==> src/rtl/core/rxc_pkg.sv <==
// rxc_pkg: shared types, constants and the byte-wide crc32 update for the
// rolling xor cipher with crc tag; no dependencies
package rxc_pkg;

  // reflected crc32 polynomial and preset
  localparam logic [31:0] CRC_POLY = 32'hEDB8_8320;
  localparam logic [31:0] CRC_INIT = 32'hFFFF_FFFF;

  // cipher mode codes (any other code runs as rolling)
  localparam logic [1:0] MODE_NONE   = 2'd0;
  localparam logic [1:0] MODE_REPEAT = 2'd1;

  // register indexes of the configuration port
  localparam logic [2:0] REG_CIPHER_MODE = 3'd0;
  localparam logic [2:0] REG_DECRYPT     = 3'd1;
  localparam logic [2:0] REG_INTEGRITY   = 3'd2;
  localparam logic [2:0] REG_KEY_0       = 3'd3;
  localparam logic [2:0] REG_KEY_1       = 3'd4;
  localparam logic [2:0] REG_KEY_2       = 3'd5;
  localparam logic [2:0] REG_KEY_3       = 3'd6;

  // what follows the optional data word of a job
  localparam logic [1:0] TAIL_NONE   = 2'd0;
  localparam logic [1:0] TAIL_TAG    = 2'd1;
  localparam logic [1:0] TAIL_STATUS = 2'd2;

  // live configuration seen by the front end
  typedef struct packed {
    logic [1:0]   mode;
    logic         dec;
    logic         integ;
    logic [255:0] key;
  } cfg_t;

  // one queued job: an optional data word, then an optional tail
  typedef struct packed {
    logic        data_valid;
    logic [7:0]  data;
    logic        data_end;
    logic [1:0]  tail;
    logic [31:0] tag;
    logic        err;
  } job_t;

  // one byte through the reflected crc32, bit by bit
  function automatic logic [31:0] crc8_update(input logic [31:0] crc, input logic [7:0] b);
    logic [31:0] c;
    c = crc ^ {24'h0, b};
    for (int i = 0; i < 8; i++) begin
      c = c[0] ? ((c >> 1) ^ CRC_POLY) : (c >> 1);
    end
    return c;
  endfunction

endpackage

==> src/rtl/core/rxc_queue.sv <==
// rxc_queue: small first-in first-out queue of jobs between front and back
// depends on rxc_pkg for the job type
module rxc_queue #(
  parameter int DEPTH = 4
) (
  input  logic          clk,
  input  logic          rst,
  input  logic          push,
  input  rxc_pkg::job_t push_job,
  output logic          full,
  input  logic          pop,
  output logic          head_valid,
  output rxc_pkg::job_t head_job
);

  localparam int PW = $clog2(DEPTH);
  localparam int CW = $clog2(DEPTH + 1);

  rxc_pkg::job_t     slots [DEPTH];
  logic [PW-1:0]     wr_ptr;
  logic [PW-1:0]     rd_ptr;
  logic [CW-1:0]     count;

  assign full       = (count == CW'(DEPTH));
  assign head_valid = (count != '0);
  assign head_job   = slots[rd_ptr];

  // slot storage
  always_ff @(posedge clk) begin
    if (push) begin
      slots[wr_ptr] <= push_job;
    end
  end

  // pointers and fill count
  always_ff @(posedge clk) begin
    if (rst) begin
      wr_ptr <= '0;
      rd_ptr <= '0;
      count  <= '0;
    end else begin
      if (push) begin
        wr_ptr <= (wr_ptr == PW'(DEPTH - 1)) ? '0 : wr_ptr + PW'(1);
      end
      if (pop) begin
        rd_ptr <= (rd_ptr == PW'(DEPTH - 1)) ? '0 : rd_ptr + PW'(1);
      end
      if (push && !pop) begin
        count <= count + CW'(1);
      end else if (pop && !push) begin
        count <= count - CW'(1);
      end
    end
  end

endmodule

==> src/rtl/core/rxc_front.sv <==
// rxc_front: accepts message bytes, runs the key stream, crc and tag hold-back
// and turns each word into a job; depends on rxc_pkg
module rxc_front (
  input  logic          clk,
  input  logic          rst,
  input  rxc_pkg::cfg_t cfg,
  input  logic          in_valid,
  output logic          in_ready,
  input  logic [7:0]    data_byte,
  input  logic          last_byte,
  input  logic          q_full,
  output logic          push,
  output rxc_pkg::job_t job
);

  logic        msg_active;
  logic [1:0]  lat_mode;
  logic        lat_dec;
  logic        lat_integ;
  logic [31:0] rolling_key;
  logic [4:0]  key_position;
  logic [31:0] running_crc;
  logic [7:0]  held [4];
  logic [2:0]  held_count;

  logic [1:0]  mode;
  logic        dec;
  logic        integ;
  logic [31:0] rk0;
  logic [4:0]  kp0;
  logic [31:0] crc0;
  logic [2:0]  hc0;
  logic        hold_path;
  logic        release_old;
  logic        do_xf;
  logic [7:0]  x;
  logic [7:0]  y;
  logic [31:0] rolling_key_next;
  logic [4:0]  key_position_next;
  logic [31:0] running_crc_next;
  logic [7:0]  held_next [4];
  logic [2:0]  held_count_next;
  logic [31:0] tag;
  logic [31:0] stored;
  logic        have4;
  logic        accept;

  assign in_ready = !q_full;
  assign accept   = in_valid && in_ready;

  // message context: latched at the first word, live key
  always_comb begin
    if (!msg_active) begin
      mode  = cfg.mode;
      dec   = cfg.dec;
      integ = cfg.integ;
      rk0   = cfg.key[31:0];
      kp0   = '0;
      crc0  = rxc_pkg::CRC_INIT;
      hc0   = '0;
    end else begin
      mode  = lat_mode;
      dec   = lat_dec;
      integ = lat_integ;
      rk0   = rolling_key;
      kp0   = key_position;
      crc0  = running_crc;
      hc0   = held_count;
    end
  end

  // key stream, crc and hold-back window
  always_comb begin
    hold_path   = dec && integ;
    release_old = hold_path && hc0[2];
    do_xf       = !hold_path || release_old;
    x           = release_old ? held[0] : data_byte;

    y                 = x;
    rolling_key_next  = rk0;
    key_position_next = kp0;
    if (do_xf) begin
      if (mode == rxc_pkg::MODE_NONE) begin
        y = x;
      end else if (mode == rxc_pkg::MODE_REPEAT) begin
        y                 = x ^ cfg.key[{kp0, 3'b000} +: 8];
        key_position_next = kp0 + 5'd1;
      end else begin
        y                = x ^ rk0[7:0];
        rolling_key_next = {rk0[7:0], rk0[31:8]} ^ {24'h0, (dec ? x : y)};
      end
    end

    // crc runs over ciphertext only
    if (!dec || release_old) begin
      running_crc_next = rxc_pkg::crc8_update(crc0, dec ? x : y);
    end else begin
      running_crc_next = crc0;
    end
    tag = ~running_crc_next ^ {cfg.key[199:192], cfg.key[135:128],
                               cfg.key[71:64], cfg.key[7:0]};

    held_next       = held;
    held_count_next = hc0;
    if (hold_path) begin
      if (release_old) begin
        held_next[0] = held[1];
        held_next[1] = held[2];
        held_next[2] = held[3];
        held_next[3] = data_byte;
      end else begin
        held_next[hc0[1:0]] = data_byte;
        held_count_next     = hc0 + 3'd1;
      end
    end
    have4  = release_old || (hc0 == 3'd3);
    stored = {held_next[3], held_next[2], held_next[1], held_next[0]};
  end

  // job built from this word
  always_comb begin
    job.data     = y;
    job.tag      = tag;
    job.err      = !(have4 && (stored == tag));
    if (!dec) begin
      job.data_valid = 1'b1;
      job.data_end   = last_byte && !integ;
      job.tail       = (last_byte && integ) ? rxc_pkg::TAIL_TAG : rxc_pkg::TAIL_NONE;
    end else if (!integ) begin
      job.data_valid = 1'b1;
      job.data_end   = last_byte;
      job.tail       = rxc_pkg::TAIL_NONE;
    end else begin
      job.data_valid = release_old;
      job.data_end   = 1'b0;
      job.tail       = last_byte ? rxc_pkg::TAIL_STATUS : rxc_pkg::TAIL_NONE;
    end
    push = accept && (job.data_valid || (job.tail != rxc_pkg::TAIL_NONE));
  end

  // held window, no reset needed
  always_ff @(posedge clk) begin
    if (accept) begin
      held <= held_next;
    end
  end

  // message state
  always_ff @(posedge clk) begin
    if (rst) begin
      msg_active   <= 1'b0;
      lat_mode     <= rxc_pkg::MODE_NONE;
      lat_dec      <= 1'b0;
      lat_integ    <= 1'b0;
      rolling_key  <= '0;
      key_position <= '0;
      running_crc  <= rxc_pkg::CRC_INIT;
      held_count   <= '0;
    end else if (accept) begin
      msg_active   <= !last_byte;
      lat_mode     <= mode;
      lat_dec      <= dec;
      lat_integ    <= integ;
      rolling_key  <= rolling_key_next;
      key_position <= key_position_next;
      running_crc  <= running_crc_next;
      held_count   <= held_count_next;
    end
  end

endmodule

==> src/rtl/core/rxc_back.sv <==
// rxc_back: expands queued jobs into output words through an output register
// depends on rxc_pkg for the job type and tail codes
module rxc_back (
  input  logic          clk,
  input  logic          rst,
  input  logic          head_valid,
  input  rxc_pkg::job_t head_job,
  output logic          pop,
  output logic          out_valid,
  input  logic          out_ready,
  output logic [7:0]    out_byte,
  output logic          byte_valid,
  output logic          end_of_message,
  output logic          tag_error
);

  logic [2:0] phase;
  logic [2:0] phase_next;
  logic [1:0] tidx;
  logic       load;
  logic       job_last;
  logic [7:0] res_byte;
  logic       res_bv;
  logic       res_end;
  logic       res_err;

  assign load = head_valid && (!out_valid || out_ready);

  // pick the word for the current phase of the head job
  always_comb begin
    tidx = head_job.data_valid ? 2'(phase - 3'd1) : phase[1:0];
    priority if ((phase == 3'd0) && head_job.data_valid) begin
      res_byte = head_job.data;
      res_bv   = 1'b1;
      res_end  = head_job.data_end;
      res_err  = 1'b0;
      job_last = (head_job.tail == rxc_pkg::TAIL_NONE);
    end else if (head_job.tail == rxc_pkg::TAIL_TAG) begin
      res_byte = head_job.tag[{tidx, 3'b000} +: 8];
      res_bv   = 1'b1;
      res_end  = (tidx == 2'd3);
      res_err  = 1'b0;
      job_last = (tidx == 2'd3);
    end else begin
      res_byte = 8'h00;
      res_bv   = 1'b0;
      res_end  = 1'b1;
      res_err  = head_job.err;
      job_last = 1'b1;
    end
    pop        = load && job_last;
    phase_next = job_last ? 3'd0 : phase + 3'd1;
  end

  // output word payload
  always_ff @(posedge clk) begin
    if (load) begin
      out_byte       <= res_byte;
      byte_valid     <= res_bv;
      end_of_message <= res_end;
      tag_error      <= res_err;
    end
  end

  // output valid and phase
  always_ff @(posedge clk) begin
    if (rst) begin
      out_valid <= 1'b0;
      phase     <= '0;
    end else begin
      if (load) begin
        out_valid <= 1'b1;
        phase     <= phase_next;
      end else if (out_ready) begin
        out_valid <= 1'b0;
      end
    end
  end

endmodule

==> src/rtl/core/rolling_xor_cipher_crc_tag.sv <==
// rolling_xor_cipher_crc_tag: top level, configuration registers and wiring
// depends on rxc_pkg, rxc_front, rxc_queue and rxc_back
//
// Streaming byte cipher with an optional keyed crc32 tag. One message byte is
// taken per cycle on the input channel unless the job queue is full; a byte
// with last_byte set closes the message, and the mode, direction and integrity
// settings are latched at the first byte of each message while the key is
// read live. The front end updates the key stream, crc and the four-byte tag
// hold-back as each byte is accepted and queues a job of up to five output
// words; the back end drains one word per cycle through an output register
// while out_ready is high. A plain byte passes through the job queue and then
// the output register, so bytes stream at one per cycle without stalls. The
// closing byte of a tagged encrypt yields five output words, of a tagged
// decrypt up to two, absorbed by the QUEUE_DEPTH-entry job queue until it
// fills. Configuration is written through cfg_we, cfg_index and cfg_wdata;
// the user must do so only while the block is idle; it is not enforced.
module rolling_xor_cipher_crc_tag #(
  parameter int QUEUE_DEPTH = 4
) (
  input  logic        clk,
  input  logic        rst,
  input  logic        cfg_we,
  input  logic [2:0]  cfg_index,
  input  logic [63:0] cfg_wdata,
  input  logic        in_valid,
  output logic        in_ready,
  input  logic [7:0]  data_byte,
  input  logic        last_byte,
  output logic        out_valid,
  input  logic        out_ready,
  output logic [7:0]  out_byte,
  output logic        byte_valid,
  output logic        end_of_message,
  output logic        tag_error
);

  logic [1:0]    cipher_mode;
  logic          decrypt_select;
  logic          integrity_enable;
  logic [63:0]   key_word [4];
  rxc_pkg::cfg_t cfg;
  logic          q_full;
  logic          q_push;
  logic          q_pop;
  logic          q_valid;
  rxc_pkg::job_t push_job;
  rxc_pkg::job_t head_job;

  // configuration registers
  always_ff @(posedge clk) begin
    if (rst) begin
      cipher_mode      <= rxc_pkg::MODE_NONE;
      decrypt_select   <= 1'b0;
      integrity_enable <= 1'b0;
      key_word[0]      <= '0;
      key_word[1]      <= '0;
      key_word[2]      <= '0;
      key_word[3]      <= '0;
    end else if (cfg_we) begin
      unique case (cfg_index)
        rxc_pkg::REG_CIPHER_MODE: cipher_mode      <= cfg_wdata[1:0];
        rxc_pkg::REG_DECRYPT:     decrypt_select   <= cfg_wdata[0];
        rxc_pkg::REG_INTEGRITY:   integrity_enable <= cfg_wdata[0];
        rxc_pkg::REG_KEY_0:       key_word[0]      <= cfg_wdata;
        rxc_pkg::REG_KEY_1:       key_word[1]      <= cfg_wdata;
        rxc_pkg::REG_KEY_2:       key_word[2]      <= cfg_wdata;
        rxc_pkg::REG_KEY_3:       key_word[3]      <= cfg_wdata;
        default: ;
      endcase
    end
  end

  assign cfg.mode  = cipher_mode;
  assign cfg.dec   = decrypt_select;
  assign cfg.integ = integrity_enable;
  assign cfg.key   = {key_word[3], key_word[2], key_word[1], key_word[0]};

  // front end: accept and classify
  rxc_front u_front (
    .clk       (clk),
    .rst       (rst),
    .cfg       (cfg),
    .in_valid  (in_valid),
    .in_ready  (in_ready),
    .data_byte (data_byte),
    .last_byte (last_byte),
    .q_full    (q_full),
    .push      (q_push),
    .job       (push_job)
  );

  // job queue
  rxc_queue #(
    .DEPTH (QUEUE_DEPTH)
  ) u_queue (
    .clk        (clk),
    .rst        (rst),
    .push       (q_push),
    .push_job   (push_job),
    .full       (q_full),
    .pop        (q_pop),
    .head_valid (q_valid),
    .head_job   (head_job)
  );

  // back end: expand jobs into output words
  rxc_back u_back (
    .clk            (clk),
    .rst            (rst),
    .head_valid     (q_valid),
    .head_job       (head_job),
    .pop            (q_pop),
    .out_valid      (out_valid),
    .out_ready      (out_ready),
    .out_byte       (out_byte),
    .byte_valid     (byte_valid),
    .end_of_message (end_of_message),
    .tag_error      (tag_error)
  );

  // a status word carries no byte and always closes the message
  assert property (@(posedge clk) disable iff (rst)
    out_valid && !byte_valid |-> end_of_message && (out_byte == 8'h00))
    else $error("status word with data or without end");

  // tag errors only appear on the status word
  assert property (@(posedge clk) disable iff (rst)
    out_valid && tag_error |-> !byte_valid && end_of_message)
    else $error("tag error on a data word");

  // the back end never pops an empty queue
  assert property (@(posedge clk) disable iff (rst)
    q_pop |-> q_valid)
    else $error("pop from empty job queue");

  // a full queue blocks the front end
  assert property (@(posedge clk) disable iff (rst)
    q_full |-> !q_push)
    else $error("push into full job queue");

endmodule
==> config.mk <==
export PLATFORM = sky130hd
export DESIGN_NAME = rolling_xor_cipher_crc_tag
export DESIGN_NICKNAME = d
export VERILOG_FILES = /design/src/rtl/core/rxc_pkg.sv /design/src/rtl/core/rxc_queue.sv /design/src/rtl/core/rxc_front.sv /design/src/rtl/core/rxc_back.sv /design/src/rtl/core/rolling_xor_cipher_crc_tag.sv
export SDC_FILE = /design/constraint.sdc
export NUM_CORES = 1
export LEC_CHECK = 0
export BUFFER_PORTS_ARGS = -buffer_cell sky130_fd_sc_hd__clkbuf_2
export CAP_MARGIN = 20
export CORE_MARGIN = 4
export CORE_UTILIZATION = 30
export DETAILED_ROUTE_END_ITERATION = 10
export PLACE_DENSITY_LB_ADDON = 0.3
export SYNTH_ARGS = -nofsm -noshare
export SYNTH_HDL_FRONTEND = slang
export SYNTH_SLANG_ARGS = --single-unit
==> constraint.sdc <==
create_clock -name clk -period 8.3 [get_ports clk]
set_clock_uncertainty 0.1 [all_clocks]
set_input_delay 1.245 -clock clk [delete_from_list [all_inputs] [get_ports clk]]
set_output_delay 1.245 -clock clk [all_outputs]
set_load 0.02 [all_outputs]
Word level (Yosys, flattened, before mapping)
Memory sizes are Yosys's and may differ from the RTL's. A register that Yosys moved wholly into a read port is not among the register bits.
Index checks and enable logic that the tools add are counted.
{"block": "word_totals", "in_bits": 81, "ramBits": 436, "wordCells": 191, "memories": 2, "out_inout_bits": 13, "register_bits": 135}
{"memory": "key_word", "words": 4, "word_bits": 64, "rd": 4, "rd_clocked_by_memory_dff": 0, "wr": 4, "line_no": "rolling_xor_cipher_crc_tag.sv:40", "source": "logic [63:0] key_word [4];"}
{"memory": "u_queue.slots", "words": 4, "word_bits": 45, "rd": 1, "rd_clocked_by_memory_dff": 1, "wr": 1, "line_no": "rxc_queue.sv:19", "source": "rxc_pkg::job_t slots [DEPTH];"}
{"block": "op_classes", "n_lt_le_gt_ge": 2, "eq_ne": 14, "n_mux": 81, "n_addsub": 8, "bitwise": 19, "shift": 2, "reduce_logical": 39}
{"op": "$mux W32", "count": 16}
{"op": "$mux W64", "count": 4}
{"op": "$shiftx A256 B9 Y8", "count": 1}
{"op": "$not A13 Y14", "count": 8}
{"op": "$mux W8", "count": 9}
{"op": "$xor A32 B8 Y32", "count": 2}
{"op": "$bwmux W32", "count": 1}
{"op": "$eq A32 B32 Y1", "count": 1}
{"op": "$not A32 Y32", "count": 1}
{"op": "$shiftx A32 B6 Y8", "count": 1}
{"op": "$xor A32 B32 Y32", "count": 1}
{"op": "$mux W1", "count": 31}
{"op": "$mux W3", "count": 8}
{"op": "$mux W5", "count": 4}
{"op": "$demux W8 S2", "count": 1}
{"op": "$xor A8 B8 Y8", "count": 2}
{"op": "$mux W2", "count": 7}
{"op": "$logic_and A1 B1 Y1", "count": 13}
{"op": "$eq A3 B3 Y1 const B", "count": 4}
{"op": "$add A3 B1 Y3 const B", "count": 3}
{"op": "$eq A3 B2 Y1 const B", "count": 3}
{"op": "$logic_not A1 Y1", "count": 9}
{"op": "$eq A2 B2 Y1 const B", "count": 3}
{"op": "$logic_not A3 Y1", "count": 2}
{"op": "other kinds (16)", "count": 30}

Longest topological paths before layout
{"block": "logic_depth", "depth_word": 32, "mapped_depth": 23, "ltp_nobuf": 15}

Hierarchy
Synthesis repeated with hierarchy kept, for this count alone.
{"block": "hier_totals", "cells_unflattened": 2507, "area_unflattened_um2": 30081.4}
{"module": "rxc_front", "seq_area_each_um2": 2502.4, "instances": 1, "cells_each": 1441, "area_per_inst_um2": 11762.5}
{"module": "rolling_xor_cipher_crc_tag", "seq_area_each_um2": 7767.4, "instances": 1, "cells_each": 662, "area_per_inst_um2": 10043.4}
{"module": "rxc_queue", "seq_area_each_um2": 5585.4, "instances": 1, "cells_each": 279, "area_per_inst_um2": 6995.5}
{"module": "rxc_back", "seq_area_each_um2": 410.4, "instances": 1, "cells_each": 125, "area_per_inst_um2": 1280.0}

Worst setup path before layout
OpenSTA, ideal clock, no wires.
{"block": "synth_timing", "path_type": "input-to-reg", "start": "input cfg_we", "end": "memory key_word[1][0] (enable)", "required_time_ns": 7.618, "path_slack_ns": 1.520, "t_arrival_ns": 6.098, "n_path_buf": 0, "setup_time_ns": 0.582, "path_stages": 2, "path_cell_list": "nand2_1 -> o31ai_1"}
{"element": "start: declaration", "line_no": "rolling_xor_cipher_crc_tag.sv:22", "source": "input logic cfg_we,"}
{"element": "end: declaration", "line_no": "rolling_xor_cipher_crc_tag.sv:40"}

==> results.md <==
- Number of vias in the routed layout: 18800
- Rows: 112
- Clk sink count: 573
- Number of hold buffers added after CTS: 0
- Most frequent cells after synthesis: 479 x edfxtp_1, 270 x and2_1, 141 x nor2_1
- Endpoint of the worst-slack reg-to-reg timing path: u_queue.slots[0][0]
- Number of buffer cells added on primary ports: 93
- Maximum vdd ir drop: 0.1819 mV
- Root Buffer Master: clkbuf_16
- Final slew viol count: 0
- R2r worst-path depth: 15
- Clock transition at path regs: 0.06 ns
- Number of setup violations in the final report: 0
- Synth Register Bits: 573
- Final worst path period need: 6.554 ns
- Cell count after synthesis: 2247
- Leakage component of the power: 10.83 nW
- Wire length reported by the detailed router: 86120 microns
- Clk network pwr share: 0.315
- Power per standard cell area: 261.9 mW/mm^2
- Antenna-violating nets left: 0
- Reported max-cap violation count: 0
- Die Wd: 315.7 microns
- Fraction of power spent switching nets: 0.3001
- Hold Path Origin: u_front.running_crc[18]
- Dominant cell by count in the synthesized netlist: edfxtp_1
- TritonRoute pass-1 iters: 8
- Power consumption: 0.008438 W
- Sequential cell area fraction in the yosys report: 0.5725
- Area growth syn-to-layout: 13.41%
- Proportion of synthesized flip-flops having asynchronous set or reset: 0
- Number of I/O pins: 94
- Maximum level of the CTS H-tree: 2
- Element type at the critical path start: flop
- Class of the tightest hold or removal check: reg2reg
- Combinational group share of total power: 0.239
- Number of antenna violations at the first check in global routing: 6
- Post-CTS setup-driven buffer insertion count: 0
- Main flop type after synthesis: edfxtp_1
- Final Hold Violating Endpoints: 0
- Top cells by area, synth: edfxtp_1 51%, dfxtp_1 6.6%, and2_1 5.9%
- Multiplexer share of the synthesized area: 0.1066
- Result of the run: completed
- Iter 0 DRT Violations: 1779
- Remaining DRCs: 0
- Setup repair after global routing missed its margin: no
- Fmax achieved: 152.6 MHz
- Yosys warning total: 0
- CTS tree: done
- Via count of the first global-routing pass: 18500
- Cts bufs inserted: 61
- Synthesized area per cell: 12.64 sq um
- Synth area leader: edfxtp_1
- Pin count of the biggest net entering global routing: 65
- Die Outline Area: 0.09969 sq mm
- Pin slew with the least headroom to its limit: 1.119 ns
- CP endpoint kind: flop
- Number of buffer and inverter instances along the worst setup path: 2
- Largest stage delay on the critical path: 0.84 ns
- Required @ worst endpoint: 8.56 ns
- Vert. Die Dim: 315.7 microns
- Fraction of the mapped netlist area in adder cells: 0.005989
- Slowest-stage cell, CP: nor3_1
- Core outline area: 0.09361 sq mm
- Max_slew headroom: 0.2536
- Post-layout net count: 2403
- Synthesized-area fraction occupied by ao, oa, aoi and oai cells: 0.09759
- Kind of cell adding the most delay to the critical path: simple AND/OR/NAND/NOR gates
- CTS-repair resized insts: 0
- DR vias/cell: 5.204
- Synthesized-area fraction occupied by and/or/nand/nor cells: 0.1295
- Final global-route overflow total: 0
- Worst Setup Path Type: reg2reg
- Largest family of logic cells by synthesized area: simple AND/OR/NAND/NOR gates
- Sequential share of power: 0.446
- Yosys top cell area share: 0.5063
- CP Cell Sequence: buf_4 -> and2_1 -> nand3_4 -> mux2i_1 -> xor2_1 -> nor3_1 -> nor2_1 -> buf_4 -> xnor3_1 -> mux2i_1 -> xor2_1 -> xnor2_1 -> nor4bb_1 -> nand4_1 -> or4_1
- Sum of negative setup slack: 0 ns
- Parity-gate share of the synthesized area counting xor and xnor cells: 0.06417
- Endpoint of the worst hold path: u_front.running_crc[18]
- Origin of the critical flop-to-flop path: u_front.msg_active
- Fraction of final layout cells sized beyond drive strength 1: 0.1421
- Max FO, Critical Path: 31
- Maximum buffer depth of the clock tree: 3
- Final period util: 0.7896
- Post-Syn Nets: 2341
- Global-route wire length before repair: 125600 microns
- Worst endpoint data arrival time: 6.81 ns
- Effective utilization at floorplan: 0.3035
- Mean routed wirelength per cell: 23.84 microns
- Post-DP HPWL: 61100 microns
- Number of enable-type register cells in the synthesized netlist: 479
- Weighted congestion reported at the end of routability-driven placement: 0.9579
- Source-to-sink clock delay at the later pin of the worst-skew pair: 0.65 ns
- Worst hold stages: 2
- P_int: 0.005905 W
- Distinct cell type count after synthesis: 78
- Register-to-register setup slack: 1.75 ns
- GRT Total Usage: 0.1690
- Post-synthesis instance area: 0.02841 sq mm
- Sw Pwr: 0.002532 W
==> cells by family after synthesis <==
group,count (synthesis)
and+or+nand+nor,699
DFF,573
AOI/OAI and AO/OA,424
muxes,216
xor gates and xnor gates,162
buffers and inverters,160
adders and majority gates,13
==> power by group through the flow <==
stage	logic [W]	clock network [W]	registers, W
floorplan	0.00138	0	0.00378
global route	0.00217	0.00284	0.00379
global placement	0.00199	0	0.00381
finish	0.00202	0.00266	0.00376
CTS	0.00203	0.00272	0.00376
detailed placement	0.00203	0	0.00382
==> cell type report <==
type | instances | area [sq um]
fill | 9274 | 61390
sequential | 573 | 16280
multi-input combinational | 1514 | 11560
clock buffer | 74 | 1575
tap | 1254 | 1569
timing repair buffer | 136 | 799.5
clock inverter | 37 | 344.1
inverter | 23 | 86.33
antenna | 2 | 5.005
==> how the worst max path moves through the flow <==
stage,startpoint,to,slack (ns),depth (start not counted)
after global placement,u_front.key_position[0],u_queue.slots[0][0],1.94,13
after detailed placement,u_front.key_position[0],u_queue.slots[0][0],1.84,14
after CTS,u_front.key_position[0],u_queue.slots[0][0],1.84,14
after global routing,u_front.msg_active,u_queue.slots[0][0],1.47,15
after floorplan,cfg_we,key_word[1][0],1.52,2
final,u_front.msg_active,u_queue.slots[0][0],1.75,15
==> routing by layer <==
metal | GRT usage | vias to the layer above | wire [microns]
met5 | 0 | - | 23
met4 | 0.03595 | 4 | 1679
met3 | 0.02674 | 91 | 4988
met2 | 0.2747 | 611 | 40700
met1 | 0.2399 | 9561 | 38730
li1 | - | 8536 | -
==> worst reg2reg max path: stages (launching register included) <==
cell and delay [ns]:
dfxtp_4 0.62, buf_4 0.48, and2_1 0.34, nand3_4 0.21, mux2i_1 0.57, xor2_1 0.22
nor3_1 0.84, nor2_1 0.08, buf_4 0.24, xnor3_1 0.44, mux2i_1 0.30, xor2_1 0.51
xnor2_1 0.18, nor4bb_1 0.43, nand4_1 0.12, or4_1 0.60
==> sequential cells by signal, indices dropped and copies added (netlist names), 2 cells and up, named ones only <==
| register | flops |
|---|---|
| cipher_mode | 2 |
| key_word | 256 |
| u_back.out_byte | 8 |
| u_back.phase | 3 |
| u_front.held | 32 |
| u_front.held_count | 3 |
| u_front.key_position | 5 |
| u_front.lat_mode | 2 |
| u_front.rolling_key | 32 |
| u_front.running_crc | 32 |
| u_queue.count | 3 |
| u_queue.rd_ptr | 2 |
| u_queue.slots | 180 |
| u_queue.wr_ptr | 2 |
==> cells in the final DEF (no fill, tap or decap), types with 20 or more instances in the layout <==
cell type / n
edfxtp_1: 479
nor2b_1: 29
inv_1: 20
nand2b_1: 33
and2_1: 266
nor2_1: 141
o221ai_1: 45
clkbuf_16: 61
xor2_1: 32
xnor2_1: 99
o22ai_1: 75
clkbuf_2: 93
mux2i_1: 136
buf_4: 41
nor3_1: 35
o21ai_0: 57
dfxtp_1: 90
nand2_1: 125
a21oi_1: 124
nand3_1: 20
mux4_2: 67
==> metrics by stage <==
step                      instance area, sq um  worst slack (ns)  instances  utilization  hold slack [ns]
after CTS                                32180             1.842       3608       0.3438           0.3593
after global routing                     32220             1.466       3611       0.3442           0.3823
after floorplan                          28410             1.520       2247            -           0.3254
final                                    32220             1.746       3613       0.3442           0.3606
after detailed placement                 30260             1.842       3497       0.3233           0.3434
after global placement                   30260             1.940       3497       0.3233           0.3366
No activity file was read; power rests on OpenSTA's default activity.
